--- config.mk ---
export PLATFORM = sky130hd
export DESIGN_NAME = size_bounded_lru_cache_unit
export DESIGN_NICKNAME = d
export VERILOG_FILES = /design/src/rtl/core/slru_pkg.sv /design/src/rtl/core/size_bounded_lru_cache_unit.sv
export SDC_FILE = /design/constraint.sdc
export NUM_CORES = 2
export LEC_CHECK = 0
export BUFFER_PORTS_ARGS = -buffer_cell sky130_fd_sc_hd__buf_2
export CAP_MARGIN = 20
export CORE_MARGIN = 8
export CORE_UTILIZATION = 25
export DETAILED_ROUTE_END_ITERATION = 7
export HOLD_SLACK_MARGIN = 0.02
export PLACE_DENSITY = 0.49
export SYNTH_ARGS = -nofsm -noshare
export SYNTH_HDL_FRONTEND = slang
export SYNTH_SLANG_ARGS = --single-unit
--- constraint.sdc ---
create_clock -name clk_i -period 7.8 [get_ports clk_i]
set_input_delay 0.78 -clock clk_i [delete_from_list [all_inputs] [get_ports clk_i]]
set_output_delay 0.78 -clock clk_i [all_outputs]
set_load 0.01 [all_outputs]
--- src/rtl/core/slru_pkg.sv ---
// Package for the size-bounded LRU cache unit: payload structs, event codes
// and default constants. No dependencies.
`timescale 1ns / 1ps
package slru_pkg;

  localparam int unsigned DefaultEntries = 16;
  localparam logic [30:0] DefaultLimit = 31'd1000000;
  localparam int unsigned BytesW = 27;

  typedef enum logic [1:0] {
    EvEvict    = 2'd0,
    EvHit      = 2'd1,
    EvMiss     = 2'd2,
    EvInserted = 2'd3
  } event_kind_e;

  typedef enum logic {
    ActFind   = 1'b0,
    ActInsert = 1'b1
  } action_e;

  typedef struct packed {
    logic        action;
    logic [31:0] lookup_key;
    logic [31:0] object_handle;
    logic [12:0] object_width;
    logic [12:0] object_height;
    logic [5:0]  bits_per_pixel;
  } req_t;

  typedef struct packed {
    logic [1:0]  event_kind;
    logic [31:0] result_handle;
    logic [31:0] result_key;
    logic        last_of_run;
  } rsp_t;

endpackage

--- src/rtl/core/size_bounded_lru_cache_unit.sv ---
// Size-bounded LRU cache unit: entry table, walk sequencer, size multiply.
// Depends on slru_pkg.
`timescale 1ns / 1ps
// Usage: pulse start_i with req_i while busy_o is low. The unit answers with
// one or more rsp_o beats, each shown for one cycle with rsp_valid_o; the
// beat carrying last_of_run ends the run and busy_o drops in the cycle after it.
// The receiver cannot stall, so it must take every beat as it comes. All
// table searches walk one entry per cycle through a single key/rank compare:
// a find walks the table at most once; an insert walks it for the key search
// and the free-slot search plus once more per eviction, with the size multiply
// in StMul1 and StMul2 after the key search. Write size_limit via
// cfg_we_i/cfg_wdata_i only while busy_o is low.
module size_bounded_lru_cache_unit
  import slru_pkg::*;
#(
  parameter int unsigned ENTRIES = DefaultEntries
) (
  input  logic        clk_i,
  input  logic        rst_ni,
  input  logic        start_i,
  input  req_t        req_i,
  output logic        busy_o,
  input  logic        cfg_we_i,
  input  logic [30:0] cfg_wdata_i,
  output logic        rsp_valid_o,
  output rsp_t        rsp_o
);

  localparam int unsigned IW = (ENTRIES > 1) ? $clog2(ENTRIES) : 1;
  localparam int unsigned CW = $clog2(ENTRIES + 1);
  localparam logic [IW-1:0] LastIdx = IW'(ENTRIES - 1);

  localparam logic [3:0] StIdle = 4'd0;
  localparam logic [3:0] StSrch = 4'd1;
  localparam logic [3:0] StMul1 = 4'd2;
  localparam logic [3:0] StMul2 = 4'd3;
  localparam logic [3:0] StChk  = 4'd4;
  localparam logic [3:0] StLru  = 4'd5;
  localparam logic [3:0] StFree = 4'd6;
  localparam logic [3:0] StEnd  = 4'd7;

  logic [3:0]        state_q;
  logic [IW-1:0]     idx_q;
  logic [CW-1:0]     count_q;
  logic [ENTRIES-1:0] valid_q;
  logic [31:0]       key_q    [ENTRIES];
  logic [31:0]       handle_q [ENTRIES];
  logic [BytesW-1:0] bytes_q  [ENTRIES];
  logic [IW-1:0]     rank_q   [ENTRIES];
  logic [31:0]       total_q;
  logic [30:0]       limit_q;
  req_t              req_q;
  logic [25:0]       prod_q;
  logic [BytesW-1:0] size_q;
  logic              rsp_valid_q;
  rsp_t              rsp_q;

  logic              key_match, lru_match;
  logic [28:0]       size_full;
  logic [IW-1:0]     cur_rank;

  assign cur_rank  = rank_q[idx_q];
  assign key_match = valid_q[idx_q] && (key_q[idx_q] == req_q.lookup_key);
  assign lru_match = valid_q[idx_q] && (CW'(cur_rank) == count_q - CW'(1));
  assign size_full = {3'd0, prod_q} * {26'd0, req_q.bits_per_pixel[5:3]};

  assign busy_o      = (state_q != StIdle);
  assign rsp_valid_o = rsp_valid_q;
  assign rsp_o       = rsp_q;

  always_ff @(posedge clk_i or negedge rst_ni) begin
    if (!rst_ni) begin
      limit_q <= DefaultLimit;
    end else if (cfg_we_i) begin
      limit_q <= cfg_wdata_i;
    end
  end

  always_ff @(posedge clk_i) begin
    if (state_q == StIdle && start_i) begin
      req_q <= req_i;
    end
    if (state_q == StMul1) begin
      prod_q <= {14'd0, req_q.object_width[11:0]} * {14'd0, req_q.object_height[11:0]}
                + {req_q.object_width[12] ? {1'b0, req_q.object_height, 12'd0} : 26'd0}
                + {req_q.object_height[12] ? {2'b0, req_q.object_width[11:0], 12'd0}
                                           : 26'd0};
    end
    if (state_q == StMul2) begin
      size_q <= (|size_full[28:27]) ? {BytesW{1'b1}} : size_full[BytesW-1:0];
    end
    unique case (state_q)
      StSrch: begin
        if (key_match && req_q.action == ActFind) begin
          for (int i = 0; i < ENTRIES; i++) begin
            if (valid_q[i] && rank_q[i] < cur_rank) rank_q[i] <= rank_q[i] + IW'(1);
          end
          rank_q[idx_q] <= '0;
          rsp_q <= '{EvHit, handle_q[idx_q], req_q.lookup_key, 1'b1};
        end else if (key_match) begin
          for (int i = 0; i < ENTRIES; i++) begin
            if (valid_q[i] && rank_q[i] > cur_rank) rank_q[i] <= rank_q[i] - IW'(1);
          end
          rsp_q <= '{EvEvict, handle_q[idx_q], key_q[idx_q], 1'b0};
        end else if (idx_q == LastIdx && req_q.action == ActFind) begin
          rsp_q <= '{EvMiss, 32'd0, req_q.lookup_key, 1'b1};
        end
      end
      StLru: begin
        if (lru_match) begin
          rsp_q <= '{EvEvict, handle_q[idx_q], key_q[idx_q], 1'b0};
        end
      end
      StFree: begin
        if (!valid_q[idx_q]) begin
          for (int i = 0; i < ENTRIES; i++) begin
            if (valid_q[i]) rank_q[i] <= rank_q[i] + IW'(1);
          end
          rank_q[idx_q]   <= '0;
          key_q[idx_q]    <= req_q.lookup_key;
          handle_q[idx_q] <= req_q.object_handle;
          bytes_q[idx_q]  <= size_q;
          rsp_q <= '{EvInserted, req_q.object_handle, req_q.lookup_key, 1'b1};
        end
      end
      default: ;
    endcase
  end

  always_ff @(posedge clk_i or negedge rst_ni) begin
    if (!rst_ni) begin
      state_q     <= StIdle;
      idx_q       <= '0;
      count_q     <= '0;
      valid_q     <= '0;
      total_q     <= '0;
      rsp_valid_q <= 1'b0;
    end else begin
      rsp_valid_q <= 1'b0;
      unique case (state_q)
        StIdle: begin
          idx_q <= '0;
          if (start_i) state_q <= StSrch;
        end
        StSrch: begin
          idx_q <= idx_q + IW'(1);
          if (key_match) begin
            rsp_valid_q <= 1'b1;
            if (req_q.action == ActFind) begin
              state_q <= StEnd;
            end else begin
              valid_q[idx_q] <= 1'b0;
              count_q <= count_q - CW'(1);
              total_q <= total_q - {5'd0, bytes_q[idx_q]};
              state_q <= StMul1;
            end
          end else if (idx_q == LastIdx) begin
            if (req_q.action == ActFind) begin
              rsp_valid_q <= 1'b1;
              state_q <= StEnd;
            end else begin
              state_q <= StMul1;
            end
          end
        end
        StMul1: state_q <= StMul2;
        StMul2: begin
          total_q <= total_q + {3'd0, size_full[28:27] != 2'd0 ? 29'h7FFFFFF : size_full};
          state_q <= StChk;
        end
        StChk: begin
          idx_q <= '0;
          if ((total_q > {1'b0, limit_q} && count_q != '0) || count_q >= CW'(ENTRIES)) begin
            state_q <= StLru;
          end else begin
            state_q <= StFree;
          end
        end
        StLru: begin
          idx_q <= idx_q + IW'(1);
          if (lru_match) begin
            rsp_valid_q    <= 1'b1;
            valid_q[idx_q] <= 1'b0;
            count_q <= count_q - CW'(1);
            total_q <= total_q - {5'd0, bytes_q[idx_q]};
            state_q <= StChk;
          end
        end
        StFree: begin
          idx_q <= idx_q + IW'(1);
          if (!valid_q[idx_q]) begin
            rsp_valid_q    <= 1'b1;
            valid_q[idx_q] <= 1'b1;
            count_q <= count_q + CW'(1);
            state_q <= StEnd;
          end
        end
        StEnd: state_q <= StIdle;
        default: state_q <= StIdle;
      endcase
    end
  end

endmodule

==> results.py <==
metrics = {
    "cells_and_area": {
        "instances_no_fill": 10200,
        "final_util_pct": 29.0,
        "n_fill_cell": 33400,
        "nets": 6125,
        "final_layout_size_suffix_gt1_share_pct": 20.2,
        "multi_input_area_um2": 28400,
        "register_area_um2": 53800,
        "syn2layout_area_growth_pct": 15.4,
    },
    "routing": {
        "first_pass_iters": 5,
        "num_vias": 46100,
        "first_iter_violations": 3358,
        "via_per_inst": 4.51,
        "drt_wl_total_mm": 230,
        "drc_errors": 0,
        "ant_nets": 0,
        "post_drt_wl_per_cell_um": 22.5,
    },
    "floorplanning": {
        "core_um2": 337000,
        "fp-row-count": 213,
        "start_util_pct": 25.1,
        "die_width_um": 597,
        "die_area_um2": 357000,
        "die-height_um": 597,
        "ioPinCount": 201,
    },
    "job": {
        "drv_cap": 0,
    },
    "global_route": {
        "grt_pass1_wl_mm": 335,
        "antenna_found_initial": 17,
        "grt_max_degree": 92,
        "grt.overflow.total": 0,
        "grt_pass1_vias": 48400,
        "track_usage_pct": 12.5,
    },
    "synth": {
        "seq_area_frac_synth_pct": 63.6,
        "synth_top_flop_cell": "edfxtp_1",
        "synthTopCellsByCount": "edfxtp_1 (1670), nand2_1 (432), mux4_2 (410), inv_1 (392), ha_1 (267)",
        "syn_area_per_cell_um2": 16.0,
        "synthCells": 5264,
        "synth_top_area_share_pct": 59.4,
        "synthTopCellsByArea": "edfxtp_1 (59%), mux4_2 (11%), ha_1 (4.0%)",
        "synth.most_common_cell": "edfxtp_1",
        "yosysWarnings": 0,
        "yosysTopAreaCell": "edfxtp_1",
        "synth_edf_count": 1670,
        "async_flop_share_pct": 5.04,
        "synth_area_um2": 84500,
        "syn_nets": 5822,
        "netlist-cell-type-count": 97,
        "ys_ff_latch": 1826,
    },
    "worst_setup_path": {
        "criticalPathCategory": "reg2reg",
        "worstPathMaxFanout": 22,
        "critPathMaxStageDelay_ns": 0.59,
        "crit_required_ns": 8.52,
        "start_kind": "register",
        "cp_common_cell": "a21o_1",
        "critPathSlowestCell": "edfxtp_1",
        "cp.arrival_ns": 7.99,
        "end_kind": "register",
    },
    "clocking": {
        "clkLatencyLatePin_ns": 0.86,
        "cts.sink_count": 1826,
        "cts-buffers-inserted": 191,
        "h-tree-depth": 4,
        "cts_tree": "yes",
        "cts.path.max_buffers": 4,
        "path_clk_slew_ns": 0.06,
        "cts_root_buf": "clkbuf_16",
    },
    "place": {
        "dp.cells": 9877,
        "numPortBuffers": 197,
        "dp.final_hpwl_mm": 139,
        "place_ws_ns": 0.291,
        "gp_congestion": 0.777,
    },
    "power": {
        "p_total_uw": 31700,
        "leakage_uw": 0.0338,
        "peakVddDrop_mv": 0.191,
        "power_density_nw_per_um2": 325,
    },
    "min_path": {
        "min_path_type": "in2reg",
    },
    "timing": {
        "period_minus_slack_ns": 7.27,
        "finalHoldViolations": 0,
        "period_share_pct": 93.2,
        "tns_ns": 0,
        "finalSetupViolCount": 0,
        "postLayoutSetupSlackWorst_ns": 0.533,
        "max_freq_mhz": 138,
        "drv_slew": 0,
        "rsz0062_at_grt": "no",
        "finalClockSkew_ns": 0.0973,
        "worst_slew_pin_slew_ns": 1.12,
        "slew_headroom_pct": 25.1,
    },
    "outcome": {
        "status": "complete, no violations",
    },
}
where the power goes:
part / total, uW / internal, uW / switching, uW
registers: 11700 / 11100 / 573
clock network: 8780 / 4960 / 3820
logic: 11200 / 5010 / 6160
cell type report:
| type | instances | share of cell area [%] |
|---|---|---|
| diodes | 3 | 0.00770 |
| clock buffers | 239 | 5.19 |
| clock inverters | 100 | 0.832 |
| inverters | 395 | 1.53 |
| multi-input cells | 2825 | 29.1 |
| flip-flops and latches | 1826 | 55.1 |
| well taps | 4515 | 5.79 |
| repair buffers | 328 | 2.42 |
cells in the final DEF, fill, tap and decap left out, drive strengths merged, types with 124 or more instances in the layout:
cell type	n
a21oi	124
buf	322
clkbuf	239
edfxtp	1670
fa	159
ha	267
inv	401
mux4	410
nand2	433
nor2	142
o21ai	235
sequential cells by signal, indices dropped and copies added, names as in the netlist, named ones only:
register,count
rsp_valid_o,1
req_q,94
rank_q,64
limit_q,31
idx_q,4
size_q,27
total_q,32
count_q,5
rsp_o,67
state_q,3
handle_q,512
key_q,512
prod_q,26
bytes_q,432
metrics by stage:
stage | hold WS (ns) | cell area, um^2
floorplan | 0.455 | 84500
global placement | 0.497 | 91500
detailed placement | 0.501 | 91500
CTS | 0.0201 | 97400
global route | 0.0471 | 97500
finish | 0.0972 | 97500
per-layer routing:
metal  track usage (%)  vias up  routed length [um]
li1                  -    20600                   -
met1              16.6    24100              101000
met2              21.2      997              112000
met3              2.02      326               10900
met4              3.50       10                6270
met5                 0        -                  69
critical path: cells and delay by family, from the launching register on:
family | cells | cell delay (ns)
AOI/OAI and AO/OA | 19 | 3.92
DFF | 1 | 0.59
buffers and inverters | 4 | 0.70
adders and majority gates | 4 | 1.50
and+or+nand+nor | 3 | 0.48
worst paths after layout:
kind | start | end | slack (ns) | depth (start not counted)
max | req_q[4] | total_q[30] | 0.53 | 30
min | req_i[47] | req_q[47] | 0.1 | 1
max reg2reg | req_q[4] | total_q[30] | 0.53 | 30
min reg2reg | limit_q[17] | limit_q[17] | 0.52 | 2
max in group asynchronous | rst_ni | idx_q[0] | 6.01 | 3
min in group asynchronous | rst_ni | limit_q[1] | 0.53 | 2
what timing repair did:
| action | in CTS | in global routing |
|---|---|---|
| hold buffers | 6 | 0 |
| buffers inserted | 0 | 5 |
| hold endpoints to repair | 40 | 0 |
| gates resized for setup | 0 | 4 |
| setup endpoints to repair | 0 | 11 |
logic make-up (layout without fill, tap and decap cells):
logic type / after synthesis / after routing / synth area share (%)
DFF: 1826 / 1826 / 63.6
and+or+nand+nor: 977 / 977 / 5.71
AOI/OAI and AO/OA: 659 / 659 / 4.89
buffers and inverters: 613 / 1062 / 3.06
muxes: 602 / 602 / 13.3
adders and majority gates: 426 / 426 / 7.72
xor gates and xnor gates: 161 / 161 / 1.69
other: 0 / 3 / 0
Power figures use the tool's default switching activity.
